--- config.mk ---
export PLATFORM = sky130hd
export DESIGN_NAME = tiny_register_memory_cpu_execute_core
export DESIGN_NICKNAME = d
export VERILOG_FILES = /design/src/rtl/trmce_pkg.sv /design/src/rtl/trmce_front.sv /design/src/rtl/trmce_queue.sv /design/src/rtl/trmce_back.sv /design/src/rtl/tiny_register_memory_cpu_execute_core.sv
export VERILOG_INCLUDE_DIRS = /design/src /design/src/rtl
export SDC_FILE = /design/constraint.sdc
export NUM_CORES = 2
export LEC_CHECK = 0
export ABC_AREA = 1
export BUFFER_PORTS_ARGS = -buffer_cell sky130_fd_sc_hd__clkbuf_2
export CAP_MARGIN = 20
export CORE_MARGIN = 2
export CORE_UTILIZATION = 68
export DETAILED_ROUTE_END_ITERATION = 10
export GPL_ROUTABILITY_DRIVEN = 0
export GPL_TIMING_DRIVEN = 0
export PLACE_DENSITY = 0.88
export SYNTH_ARGS = -nofsm -noshare
export SYNTH_HDL_FRONTEND = slang
export SYNTH_SLANG_ARGS = --single-unit
--- constraint.sdc ---
create_clock -name clk -period 15.4 [get_ports clk]
set_input_delay 2.31 -clock clk [delete_from_list [all_inputs] [get_ports clk]]
set_output_delay 2.31 -clock clk [all_outputs]
set_load 0.05 [all_outputs]
--- src/rtl/assert_macros.svh ---
// assertion helpers shared by the rtl
`ifndef ASSERT_MACROS_SVH
`define ASSERT_MACROS_SVH

`ifndef NO_ASSERTIONS
// same-cycle implication
`define ASSERT_IMPLIES(name, clk, rst_n, ante, cons) \
	name: assert property (@(posedge clk) disable iff (!rst_n) (ante) |-> (cons)) \
		else $error("assertion failed");
// next-cycle implication
`define ASSERT_NEXT(name, clk, rst_n, ante, cons) \
	name: assert property (@(posedge clk) disable iff (!rst_n) (ante) |=> (cons)) \
		else $error("assertion failed");
`else
`define ASSERT_IMPLIES(name, clk, rst_n, ante, cons)
`define ASSERT_NEXT(name, clk, rst_n, ante, cons)
`endif

`endif

--- src/rtl/trmce_pkg.sv ---
package trmce_pkg;

	// opcodes
	localparam logic [2:0] MODE_MOV  = 3'd0;
	localparam logic [2:0] MODE_ADD  = 3'd1;
	localparam logic [2:0] MODE_SUB  = 3'd2;
	localparam logic [2:0] MODE_JZ   = 3'd3;
	localparam logic [2:0] MODE_JNP  = 3'd4;
	localparam logic [2:0] MODE_JMP  = 3'd5;
	localparam logic [2:0] MODE_PRN  = 3'd6;
	localparam logic [2:0] MODE_HLT  = 3'd7;

	// first operand kinds
	localparam logic FK_REG = 1'b0;
	localparam logic FK_MEM = 1'b1;

	// second operand kinds, the last one unused and read as zero
	localparam logic [1:0] SK_REG   = 2'd0;
	localparam logic [1:0] SK_CONST = 2'd1;
	localparam logic [1:0] SK_MEM   = 2'd2;
	localparam logic [1:0] SK_NONE  = 2'd3;

	typedef struct packed {
		logic [2:0]  mode;
		logic        first_kind;
		logic [1:0]  second_kind;
		logic [2:0]  first_reg;
		logic [2:0]  second_reg;
		logic [5:0]  mem_address;
		logic [30:0] constant_value;
		logic [7:0]  jump_target;
	} in_item_t;

	typedef struct packed {
		logic [7:0]         next_pc;
		logic               halted_flag;
		logic               print_valid;
		logic signed [31:0] print_value;
	} out_item_t;

	// source of the b operand
	typedef enum logic [2:0] {
		B_ZERO  = 3'd0,
		B_REGA  = 3'd1,
		B_REGB  = 3'd2,
		B_CONST = 3'd3,
		B_MEM   = 3'd4
	} bsel_t;

	// decoded micro-op passed from front to back
	typedef struct packed {
		logic        halt;
		logic        print;
		logic        jmp_any;
		logic        jmp_zero;
		logic        jmp_nonpos;
		logic        reg_wr;
		logic [2:0]  reg_dst;
		logic        mem_wr;
		logic [5:0]  mem_addr;
		logic        mem_rd_ok;
		logic [2:0]  ra;
		logic        ra_ok;
		logic [2:0]  rb;
		logic        rb_ok;
		logic        add_a;
		logic        sub;
		bsel_t       bsel;
		logic [30:0] konst;
		logic [7:0]  target;
		logic [7:0]  tq;
	} uop_t;

	typedef struct packed {
		logic halted;
		logic stage_full;
	} back_stat_t;

	function automatic bsel_t src_sel(logic [1:0] sk);
		bsel_t s;
		case (sk)
			SK_REG:   s = B_REGB;
			SK_CONST: s = B_CONST;
			SK_MEM:   s = B_MEM;
			default:  s = B_ZERO;
		endcase
		return s;
	endfunction

endpackage

--- src/rtl/trmce_front.sv ---
module trmce_front #(
	parameter int NUM_REGS   = 5,
	parameter int MEM_DEPTH  = 64,
	parameter int PROG_DEPTH = 256
) (
	input  logic                 in_valid,
	output logic                 in_ready,
	input  trmce_pkg::in_item_t  in_data,
	output logic                 uop_valid,
	input  logic                 uop_ready,
	output trmce_pkg::uop_t      uop
);

	// floor reciprocal for the jump target reduction
	localparam int RECIP = 65536 / PROG_DEPTH;

	logic        ra_ok;
	logic        rb_ok;
	logic        m_ok;
	logic [24:0] tq_prod;

	assign uop_valid = in_valid;
	assign in_ready  = uop_ready;

	assign ra_ok   = {2'b00, in_data.first_reg} < 5'(NUM_REGS);
	assign rb_ok   = {2'b00, in_data.second_reg} < 5'(NUM_REGS);
	assign m_ok    = {7'd0, in_data.mem_address} < 13'(MEM_DEPTH);
	assign tq_prod = 25'(in_data.jump_target) * 25'(RECIP);

	always_comb begin
		uop           = '0;
		uop.bsel      = trmce_pkg::B_ZERO;
		uop.ra        = in_data.first_reg;
		uop.ra_ok     = ra_ok;
		uop.rb        = in_data.second_reg;
		uop.rb_ok     = rb_ok;
		uop.mem_addr  = in_data.mem_address;
		uop.mem_rd_ok = m_ok;
		uop.konst     = in_data.constant_value;
		uop.target    = in_data.jump_target;
		uop.tq        = tq_prod[23:16];
		case (in_data.mode)
			trmce_pkg::MODE_MOV: begin
				if (in_data.first_kind == trmce_pkg::FK_REG) begin
					case (in_data.second_kind)
						trmce_pkg::SK_REG: begin
							uop.reg_wr  = rb_ok;
							uop.reg_dst = in_data.second_reg;
							uop.bsel    = trmce_pkg::B_REGA;
						end
						trmce_pkg::SK_CONST: begin
							uop.reg_wr  = ra_ok;
							uop.reg_dst = in_data.first_reg;
							uop.bsel    = trmce_pkg::B_CONST;
						end
						trmce_pkg::SK_MEM: begin
							uop.mem_wr = m_ok;
							uop.bsel   = trmce_pkg::B_REGA;
						end
						default: ;
					endcase
				end else begin
					case (in_data.second_kind)
						trmce_pkg::SK_REG: begin
							uop.reg_wr  = rb_ok;
							uop.reg_dst = in_data.second_reg;
							uop.bsel    = trmce_pkg::B_MEM;
						end
						trmce_pkg::SK_CONST: begin
							uop.mem_wr = m_ok;
							uop.bsel   = trmce_pkg::B_CONST;
						end
						default: ;
					endcase
				end
			end
			trmce_pkg::MODE_ADD, trmce_pkg::MODE_SUB: begin
				if (in_data.first_kind == trmce_pkg::FK_REG) begin
					uop.bsel    = trmce_pkg::src_sel(in_data.second_kind);
					uop.reg_wr  = ra_ok && (uop.bsel != trmce_pkg::B_ZERO);
					uop.reg_dst = in_data.first_reg;
					uop.add_a   = 1'b1;
					uop.sub     = (in_data.mode == trmce_pkg::MODE_SUB);
				end
			end
			trmce_pkg::MODE_JZ:  uop.jmp_zero   = 1'b1;
			trmce_pkg::MODE_JNP: uop.jmp_nonpos = 1'b1;
			trmce_pkg::MODE_JMP: uop.jmp_any    = 1'b1;
			trmce_pkg::MODE_PRN: begin
				uop.print = 1'b1;
				uop.bsel  = trmce_pkg::src_sel(in_data.second_kind);
			end
			default: uop.halt = 1'b1;
		endcase
	end

endmodule

--- src/rtl/trmce_queue.sv ---
module trmce_queue (
	input  logic            clk,
	input  logic            arst_n,
	input  logic            in_valid,
	output logic            in_ready,
	input  trmce_pkg::uop_t in_uop,
	output logic            out_valid,
	input  logic            out_ready,
	output trmce_pkg::uop_t out_uop
);

	trmce_pkg::uop_t entries_q [2];
	logic            wr_ptr_q;
	logic            rd_ptr_q;
	logic [1:0]      cnt_q;
	logic            push;
	logic            pop;

	assign in_ready  = (cnt_q != 2'd2);
	assign out_valid = (cnt_q != 2'd0);
	assign out_uop   = entries_q[rd_ptr_q];
	assign push      = in_valid && in_ready;
	assign pop       = out_valid && out_ready;

	always_ff @(posedge clk or negedge arst_n) begin
		if (!arst_n) begin
			wr_ptr_q <= 1'b0;
			rd_ptr_q <= 1'b0;
			cnt_q    <= 2'd0;
		end else begin
			if (push) wr_ptr_q <= ~wr_ptr_q;
			if (pop)  rd_ptr_q <= ~rd_ptr_q;
			case ({push, pop})
				2'b10:   cnt_q <= cnt_q + 2'd1;
				2'b01:   cnt_q <= cnt_q - 2'd1;
				default: cnt_q <= cnt_q;
			endcase
		end
	end

	always_ff @(posedge clk) begin
		if (push) entries_q[wr_ptr_q] <= in_uop;
	end

endmodule

--- src/rtl/trmce_back.sv ---
module trmce_back #(
	parameter int NUM_REGS   = 5,
	parameter int MEM_DEPTH  = 64,
	parameter int PROG_DEPTH = 256
) (
	input  logic                  clk,
	input  logic                  arst_n,
	input  logic                  uop_valid,
	output logic                  uop_ready,
	input  trmce_pkg::uop_t       uop,
	output logic                  out_valid,
	input  logic                  out_ready,
	output trmce_pkg::out_item_t  out_data,
	output trmce_pkg::back_stat_t stat
);

	// only the first eight registers and 64 words are reachable by the fields
	localparam int REG_WORDS = (NUM_REGS < 8) ? NUM_REGS : 8;
	localparam int RAW       = (REG_WORDS > 1) ? $clog2(REG_WORDS) : 1;
	localparam int MEM_WORDS = (MEM_DEPTH < 64) ? MEM_DEPTH : 64;
	localparam int MAW       = $clog2(MEM_WORDS);
	localparam int PCW       = $clog2(PROG_DEPTH);

	logic [31:0]         regs_q   [REG_WORDS];
	logic [31:0]         mem_q    [MEM_WORDS];
	logic                mvalid_q [MEM_WORDS];
	logic [PCW-1:0]      pc_q;
	logic                halt_q;
	logic                out_valid_q;
	trmce_pkg::out_item_t out_q;

	logic                valid_s1;
	trmce_pkg::uop_t     uop_s1;
	logic [31:0]         a_s1;
	logic [31:0]         rb_s1;
	logic [31:0]         mraw_s1;
	logic                mvld_s1;
	logic                mfwd_s1;
	logic [31:0]         mfwd_val_s1;

	logic                fire;
	logic                pop;
	logic                reg_we;
	logic                mem_we;
	logic [MAW-1:0]      widx;
	logic [MAW-1:0]      ridx;
	logic [31:0]         mval;
	logic [31:0]         b;
	logic [31:0]         opa;
	logic [31:0]         wval;
	logic                taken;
	logic [24:0]         tprod;
	logic [24:0]         trem;
	logic [PCW+7:0]      tgt_w;
	logic [PCW:0]        pc_inc;
	logic [PCW-1:0]      seq_pc;
	logic [PCW-1:0]      npc;
	logic [PCW+7:0]      npc_w;
	logic                halted_now;

	assign fire      = valid_s1 && (!out_valid_q || out_ready);
	assign uop_ready = !valid_s1 || fire;
	assign pop       = uop_valid && uop_ready;

	assign reg_we = fire && !halt_q && uop_s1.reg_wr;
	assign mem_we = fire && !halt_q && uop_s1.mem_wr;
	assign widx   = uop_s1.mem_addr[MAW-1:0];
	assign ridx   = uop.mem_addr[MAW-1:0];

	// memory word with write-through forwarding from the stage ahead
	assign mval = mfwd_s1 ? mfwd_val_s1 : (mvld_s1 ? mraw_s1 : 32'd0);

	always_comb begin
		case (uop_s1.bsel)
			trmce_pkg::B_REGA:  b = a_s1;
			trmce_pkg::B_REGB:  b = rb_s1;
			trmce_pkg::B_CONST: b = {1'b0, uop_s1.konst};
			trmce_pkg::B_MEM:   b = mval;
			default:            b = 32'd0;
		endcase
	end

	assign opa  = uop_s1.add_a ? a_s1 : 32'd0;
	assign wval = opa + (b ^ {32{uop_s1.sub}}) + {31'd0, uop_s1.sub};

	assign taken = uop_s1.jmp_any
		|| (uop_s1.jmp_zero && (a_s1 == 32'd0))
		|| (uop_s1.jmp_nonpos && ((a_s1 == 32'd0) || a_s1[31]));

	// target modulo program depth: estimate from the front, one correction here
	always_comb begin
		tprod = 25'(uop_s1.tq) * 25'(PROG_DEPTH);
		trem  = {17'd0, uop_s1.target} - tprod;
		if (trem >= 25'(PROG_DEPTH)) trem = trem - 25'(PROG_DEPTH);
	end

	assign tgt_w      = {{PCW{1'b0}}, trem[7:0]};
	assign pc_inc     = {1'b0, pc_q} + (PCW+1)'(1);
	assign seq_pc     = (pc_inc == (PCW+1)'(PROG_DEPTH)) ? '0 : pc_inc[PCW-1:0];
	assign halted_now = halt_q || uop_s1.halt;
	assign npc        = halted_now ? pc_q : (taken ? tgt_w[PCW-1:0] : seq_pc);
	assign npc_w      = {8'd0, npc};

	always_ff @(posedge clk or negedge arst_n) begin
		if (!arst_n) begin
			valid_s1    <= 1'b0;
			halt_q      <= 1'b0;
			pc_q        <= '0;
			out_valid_q <= 1'b0;
			for (int i = 0; i < REG_WORDS; i++) regs_q[i] <= 32'd0;
			for (int i = 0; i < MEM_WORDS; i++) mvalid_q[i] <= 1'b0;
		end else begin
			if (uop_ready) valid_s1 <= uop_valid;
			if (fire) begin
				out_valid_q <= 1'b1;
				if (!halt_q) begin
					pc_q <= npc;
					if (uop_s1.halt) halt_q <= 1'b1;
				end
			end else if (out_ready) begin
				out_valid_q <= 1'b0;
			end
			if (reg_we) regs_q[uop_s1.reg_dst[RAW-1:0]] <= wval;
			if (mem_we) mvalid_q[widx] <= 1'b1;
		end
	end

	// execute stage payload and operand reads
	always_ff @(posedge clk) begin
		if (pop) begin
			uop_s1 <= uop;
			if (!uop.ra_ok)
				a_s1 <= 32'd0;
			else if (reg_we && (uop_s1.reg_dst == uop.ra))
				a_s1 <= wval;
			else
				a_s1 <= regs_q[uop.ra[RAW-1:0]];
			if (!uop.rb_ok)
				rb_s1 <= 32'd0;
			else if (reg_we && (uop_s1.reg_dst == uop.rb))
				rb_s1 <= wval;
			else
				rb_s1 <= regs_q[uop.rb[RAW-1:0]];
			mvld_s1     <= uop.mem_rd_ok && mvalid_q[ridx];
			mfwd_s1     <= uop.mem_rd_ok && mem_we && (uop_s1.mem_addr == uop.mem_addr);
			mfwd_val_s1 <= wval;
		end
		if (fire) begin
			out_q.next_pc     <= npc_w[7:0];
			out_q.halted_flag <= halted_now;
			out_q.print_valid <= !halt_q && uop_s1.print;
			out_q.print_value <= (!halt_q && uop_s1.print) ? b : 32'd0;
		end
	end

	// data memory
	always_ff @(posedge clk) begin
		if (mem_we) mem_q[widx] <= wval;
		if (pop) mraw_s1 <= mem_q[ridx];
	end

	assign out_valid       = out_valid_q;
	assign out_data        = out_q;
	assign stat.halted     = halt_q;
	assign stat.stage_full = valid_s1;

endmodule

--- src/rtl/tiny_register_memory_cpu_execute_core.sv ---
// executes one decoded instruction per item against five 32-bit registers, a
// 64-word data memory and a program counter; one item is taken per clock
// cycle for as long as results are drained, and an item's result passes
// through the queue write, the execute stage and the output register before
// it is offered; the rate is set by the single execute stage, which reads
// its operands from the register file and memory as the item enters it and
// forwards the previous item's register or memory write, so dependent items
// still run back to back; after a halt every item returns the held program
// counter with the halted flag set and changes nothing; registers, memory,
// pc and halt all come out of reset as zero, memory through per-word valid
// bits, so no clearing pass
`include "assert_macros.svh"

module tiny_register_memory_cpu_execute_core #(
	parameter int MEM_DEPTH  = 64,
	parameter int PROG_DEPTH = 256,
	parameter int NUM_REGS   = 5
) (
	input  logic                 clk,
	input  logic                 arst_n,
	input  logic                 in_valid,
	output logic                 in_ready,
	input  trmce_pkg::in_item_t  in_data,
	output logic                 out_valid,
	input  logic                 out_ready,
	output trmce_pkg::out_item_t out_data
);

	// front to queue
	logic                  fr_valid;
	logic                  fr_ready;
	trmce_pkg::uop_t       fr_uop;
	// queue to back
	logic                  q_valid;
	logic                  q_ready;
	trmce_pkg::uop_t       q_uop;
	trmce_pkg::back_stat_t bk_stat;

	// front: classify the instruction, range-check operands, start target reduction
	trmce_front #(
		.NUM_REGS   (NUM_REGS),
		.MEM_DEPTH  (MEM_DEPTH),
		.PROG_DEPTH (PROG_DEPTH)
	) u_front (
		.in_valid  (in_valid),
		.in_ready  (in_ready),
		.in_data   (in_data),
		.uop_valid (fr_valid),
		.uop_ready (fr_ready),
		.uop       (fr_uop)
	);

	// short queue so the front keeps taking items while the back stalls, until the queue is full
	trmce_queue u_queue (
		.clk       (clk),
		.arst_n    (arst_n),
		.in_valid  (fr_valid),
		.in_ready  (fr_ready),
		.in_uop    (fr_uop),
		.out_valid (q_valid),
		.out_ready (q_ready),
		.out_uop   (q_uop)
	);

	// back: operand read, execute, state update and result register
	trmce_back #(
		.NUM_REGS   (NUM_REGS),
		.MEM_DEPTH  (MEM_DEPTH),
		.PROG_DEPTH (PROG_DEPTH)
	) u_back (
		.clk       (clk),
		.arst_n    (arst_n),
		.uop_valid (q_valid),
		.uop_ready (q_ready),
		.uop       (q_uop),
		.out_valid (out_valid),
		.out_ready (out_ready),
		.out_data  (out_data),
		.stat      (bk_stat)
	);

	// halt never clears once set
	`ASSERT_NEXT(a_halt_sticky, clk, arst_n, bk_stat.halted, bk_stat.halted)
	// a halted result implies the back has recorded the halt
	`ASSERT_IMPLIES(a_out_halt_state, clk, arst_n, out_valid && out_data.halted_flag, bk_stat.halted)
	// a print only happens before halt
	`ASSERT_IMPLIES(a_print_pre_halt, clk, arst_n, out_valid && out_data.print_valid, !out_data.halted_flag)
	// output register only fills from an occupied execute stage
	`ASSERT_IMPLIES(a_out_from_stage, clk, arst_n, $rose(out_valid), $past(bk_stat.stage_full))

endmodule
==> reports/metrics.cfg, run 1 <==
[placement]
dpl_cell_area_um2=115000
dp_hpwl_mm=272
dp_worst_setup_slack_ns=9.06
io_buffers=103

[synth]
synth_edf_count=2416
ys_top_cells_by_area=edfxtp_1 67%, o21ai_0 6.8%, dfrtp_1 5.5%, nor2_1 4.5%, nand2_1 2.7%
ys.flop_type=edfxtp_1
synthAdderAreaFrac_pct=0.387
synth_common_cells=2416 x edfxtp_1, 1474 x o21ai_0, 1298 x nor2_1
syn_inst=8838
synth_top_cell_by_area=edfxtp_1
synth-simple-area-share_pct=9.20
synth_xor_area_share_pct=0.488
yosysSeqAreaShare_pct=72.2
syn_nets=8932
synth_compound_area_share_pct=14.2
ys_warn_count=0
netlist.area_leader.share_pct=66.7
synthMuxAreaShare_pct=0
synth_top_family_by_area=compound AO/OA/AOI/OAI gates
synth-async-reset-ratio_pct=9.00
synthMostInstantiatedCell=edfxtp_1
yosys_register_bits=2655
avgSynthCellArea_um2=12.3
syn-cell-area_um2=109000
yosysUniqueCellTypes=55

[clocking]
numClockSinks=2655
post_cts_resize_count=0
post-cts-setup-buffer-count=0
root_buffer=clkbuf_16
htree_levels=4
clk_path_buf_depth=3
cts_buffers=237
cts_hold_buf=0

[floorplan]
rows=146
die_w_um=404
start_util_pct=68.6
io-pin-count=105
die_h_um=404

[grt]
antenna_found_initial=107
globalRouteTotalUtil_pct=72.0
grt_overflow=28
grt_max_degree=114

[outcome]
lastStage=5_1_grt
status=stopped before the end
error=[ERROR GRT-0232] Routing congestion too high. Check the congestion heatmap in the GUI.

per-layer routing:
metal,GRT overflow,GRT usage [%]
met5,2,59.7
met4,8,64.9
met3,5,67.0
met2,6,84.0
met1,7,68.5
stage by stage:
step | hold slack, ns | utilization (%) | std cells
after floorplan | 0.424 | - | 8838
after global placement | 0.438 | 70.5 | 11000
after detailed placement | 0.447 | 72.4 | 11100
after CTS | 0.472 | 77.5 | 11600
cells by family after synthesis:
kind of cell / count (synthesis)
flops: 2655
compound gates: 2634
simple gates: 2491
buf+inv: 967
xor+xnor: 58
fa+ha+maj: 33
==> inputs of run 2 (changes only) <==
--- a/config.mk
+++ b/config.mk
@@ -10,11 +10,11 @@
 export BUFFER_PORTS_ARGS = -buffer_cell sky130_fd_sc_hd__clkbuf_2
 export CAP_MARGIN = 20
 export CORE_MARGIN = 2
-export CORE_UTILIZATION = 68
+export CORE_UTILIZATION = 40
 export DETAILED_ROUTE_END_ITERATION = 10
 export GPL_ROUTABILITY_DRIVEN = 0
 export GPL_TIMING_DRIVEN = 0
-export PLACE_DENSITY = 0.88
+export PLACE_DENSITY_LB_ADDON = 0.15
 export SYNTH_ARGS = -nofsm -noshare
 export SYNTH_HDL_FRONTEND = slang
 export SYNTH_SLANG_ARGS = --single-unit
==> run 2 against run 1 <==
Effect of this change:
- the flow now finishes without violations
- synthesized cell count did not move
- synthesized area did not move
==> reports/metrics.cfg, run 2 <==
[clocking]
root_buffer=clkbuf_16  ; unchanged
htree_levels=5  ; was 4
clock_latency_ns=0.91
post-cts-setup-buffer-count=0  ; unchanged
post_cts_resize_count=0  ; unchanged
cts_buffers=295  ; was 237
clk_path_buf_depth=4  ; was 3
cts_hold_buf=0  ; unchanged
numClockSinks=2655  ; unchanged
cts_tree=yes
clk_pin_slew_ns=0.06

[sta]
tightest_slew_ns=1.34
final-hold-violation-count=0
fin_setup_tns_ns=0
final_max_slew_viol_count=0
fin_worst_skew_ns=0.0756
finalCritPeriodShare_pct=38.9
slew_headroom_pct=9.95
rsz0062_at_grt=no
setup_viol_count_final=0
setup_ws_ns=9.42
fmax_mhz=167
post-route-min-period_ns=5.98

[placement]
dp_worst_setup_slack_ns=8.93  ; was 9.06 ns
io_buffers=103  ; unchanged
dp_hpwl_mm=318  ; was 272 mm

[final_layout]
multi_input_area_um2=27000
ff_latch_area_um2=78500
largest_reg_flops=2048
num-fill-cells=24300
final_cell_mix=2416 x edfxtp_1, 1474 x o21ai_0, 1232 x nor2_1, 770 x nand2_1, 520 x clkbuf_1
drive_above_1_share_pct=10.5
final_common_cell=edfxtp_1
top_regs=u_back.mem_q: 2048 flops, u_back.regs_q: 160 flops, u_queue.entries_q: 136 flops
synthToLayoutAreaGrowth_pct=17.4
nets=9515
top_register=u_back.mem_q

[grt]
grt_pass1_vias=75900
grt_pass1_wl_mm=617
grt_overflow=0
grt_max_degree=109
globalRouteTotalUtil_pct=32.0
antenna_found_initial=40

[synth]
avgSynthCellArea_um2=12.3  ; unchanged
ys_warn_count=0  ; unchanged
synth_edf_count=2416  ; unchanged
synthMostInstantiatedCell=edfxtp_1  ; unchanged
syn_inst=8838  ; unchanged
yosysUniqueCellTypes=55  ; unchanged
ys.flop_type=edfxtp_1  ; unchanged
synth-async-reset-ratio_pct=9.00  ; unchanged
yosys_register_bits=2655  ; unchanged
netlist.area_leader.share_pct=66.7  ; unchanged
syn_nets=8932  ; unchanged
syn-cell-area_um2=109000  ; unchanged
ys_top_cells_by_area=edfxtp_1 67%, o21ai_0 6.8%, dfrtp_1 5.5%, nor2_1 4.5%, nand2_1 2.7%  ; unchanged
yosysSeqAreaShare_pct=72.2  ; unchanged
synth_top_cell_by_area=edfxtp_1  ; unchanged
synth_common_cells=2416 x edfxtp_1, 1474 x o21ai_0, 1298 x nor2_1  ; unchanged

[routing]
dr_total_vias=82300
drtIter0Drc=14000
drt_drc_violations_left=0
routed_wirelength_mm=455
ant_nets=0
vias_per_cell=6.22
firstDrtPassIters=8
wl_per_cell_um=34.4

[floorplan]
dieArea_um2=276000
rows=191  ; was 146
io-pin-count=105  ; unchanged
core_um2=271000
die_w_um=525  ; was 404 um
die_h_um=525  ; was 404 um
start_util_pct=40.2  ; was 68.6%

[critical_path]
cp-end-kind=flop
regToRegSetupSlack_ns=9.42
path_class=reg2reg
cp.required_ns=15.97
rr_worst_depth=17
timing.rr.start=u_back.uop_s1[48]
path_max_fanout=38
cp.arrival_ns=6.55
crit_path_start=u_back.uop_s1[48]
cp-start-kind=flop
cp-endpoint=u_back.mem_q[2][27]
r2r_end=u_back.mem_q[2][27]

[run]
cap_violations=0

[min_path]
hold_class=reg2reg

[outcome]
status=finished clean  ; was stopped before the end

==> run 2: metal layers <==
layer  share of wire [%]  vias up  track usage (%)  wire length, um
met2                  43     5850             46.5           194000
li1                    -    33800                -                -
met4                 6.3       36             17.1            28600
met3                  13     1220             9.56            59000
met1                  38    41400             43.1           174000
met5               0.080        -            0.294              365
==> run 2: how the worst min path moves through the flow <==
stage	slack, ns	from	cells after the start	endpoint
2_1_floorplan	0.42	u_back.mvalid_q[36]	2	u_back.mvalid_q[36]
3_3_place_gp	0.44	u_back.mvalid_q[23]	2	u_back.mvalid_q[23]
3_5_place_dp	0.45	u_back.mvalid_q[15]	2	u_back.mvalid_q[15]
4_1_cts	0.46	u_back.mvalid_q[15]	2	u_back.mvalid_q[15]
5_1_grt	0.47	u_back.mvalid_q[25]	1	u_back.mvalid_q[25]
6_report	0.46	u_back.mvalid_q[15]	2	u_back.mvalid_q[15]
==> run 2: layout make-up <==
type / instances / area share (%)
diodes: 16 / 0.0314
plain buffers: 613 / 1.99
clock buffers: 372 / 6.26
clock inverters: 147 / 1.01
inverters: 354 / 1.08
multi-input cells: 5216 / 21.1
flip-flops and latches: 2655 / 61.5
well taps: 3570 / 3.50
repair buffers: 286 / 3.50
==> run 2: per-stage QoR <==
stage | utilization [%] | std cells | area, um^2 | hold WS (ns)
5_1_grt | 47.2 | 13200 | 128000 | 0.472
3_3_place_gp | 42.0 | 12500 | 114000 | 0.438
6_report | 47.2 | 13200 | 128000 | 0.462
3_5_place_dp | 43.7 | 12700 | 118000 | 0.446
2_1_floorplan | - | 8838 | 109000 | 0.424
4_1_cts | 47.2 | 13200 | 128000 | 0.460
==> run 2: logic make-up after synthesis <==
kind of cell / synth area share (%)
AOI/OAI and AO/OA: 14.2
xor gates and xnor gates: 0.488
adders and majority gates: 0.387
buffers and inverters: 3.56
DFF: 72.2
and+or+nand+nor: 9.20
==> run 2: worst max-delay path: stages (launching register included) <==
cell      delay [ns]
edfxtp_1        0.46
nor3_1          0.59
inv_1           0.13
clkbuf_1        0.25
clkbuf_1        0.24
o21ai_0         0.63
a221oi_1        0.19
xor2_1          0.22
ha_1            0.40
a21oi_1         0.24
o21ai_0         0.24
a21oi_1         0.47
nor2_1          0.08
a211oi_1        0.48
nand2_1         0.16
nand2_1         0.17
nand2_4         0.33
buf_12          0.32
Power of run 2 is not shown: default switching activity piles up to over one toggle a cycle in this logic, so the estimate is an artifact.
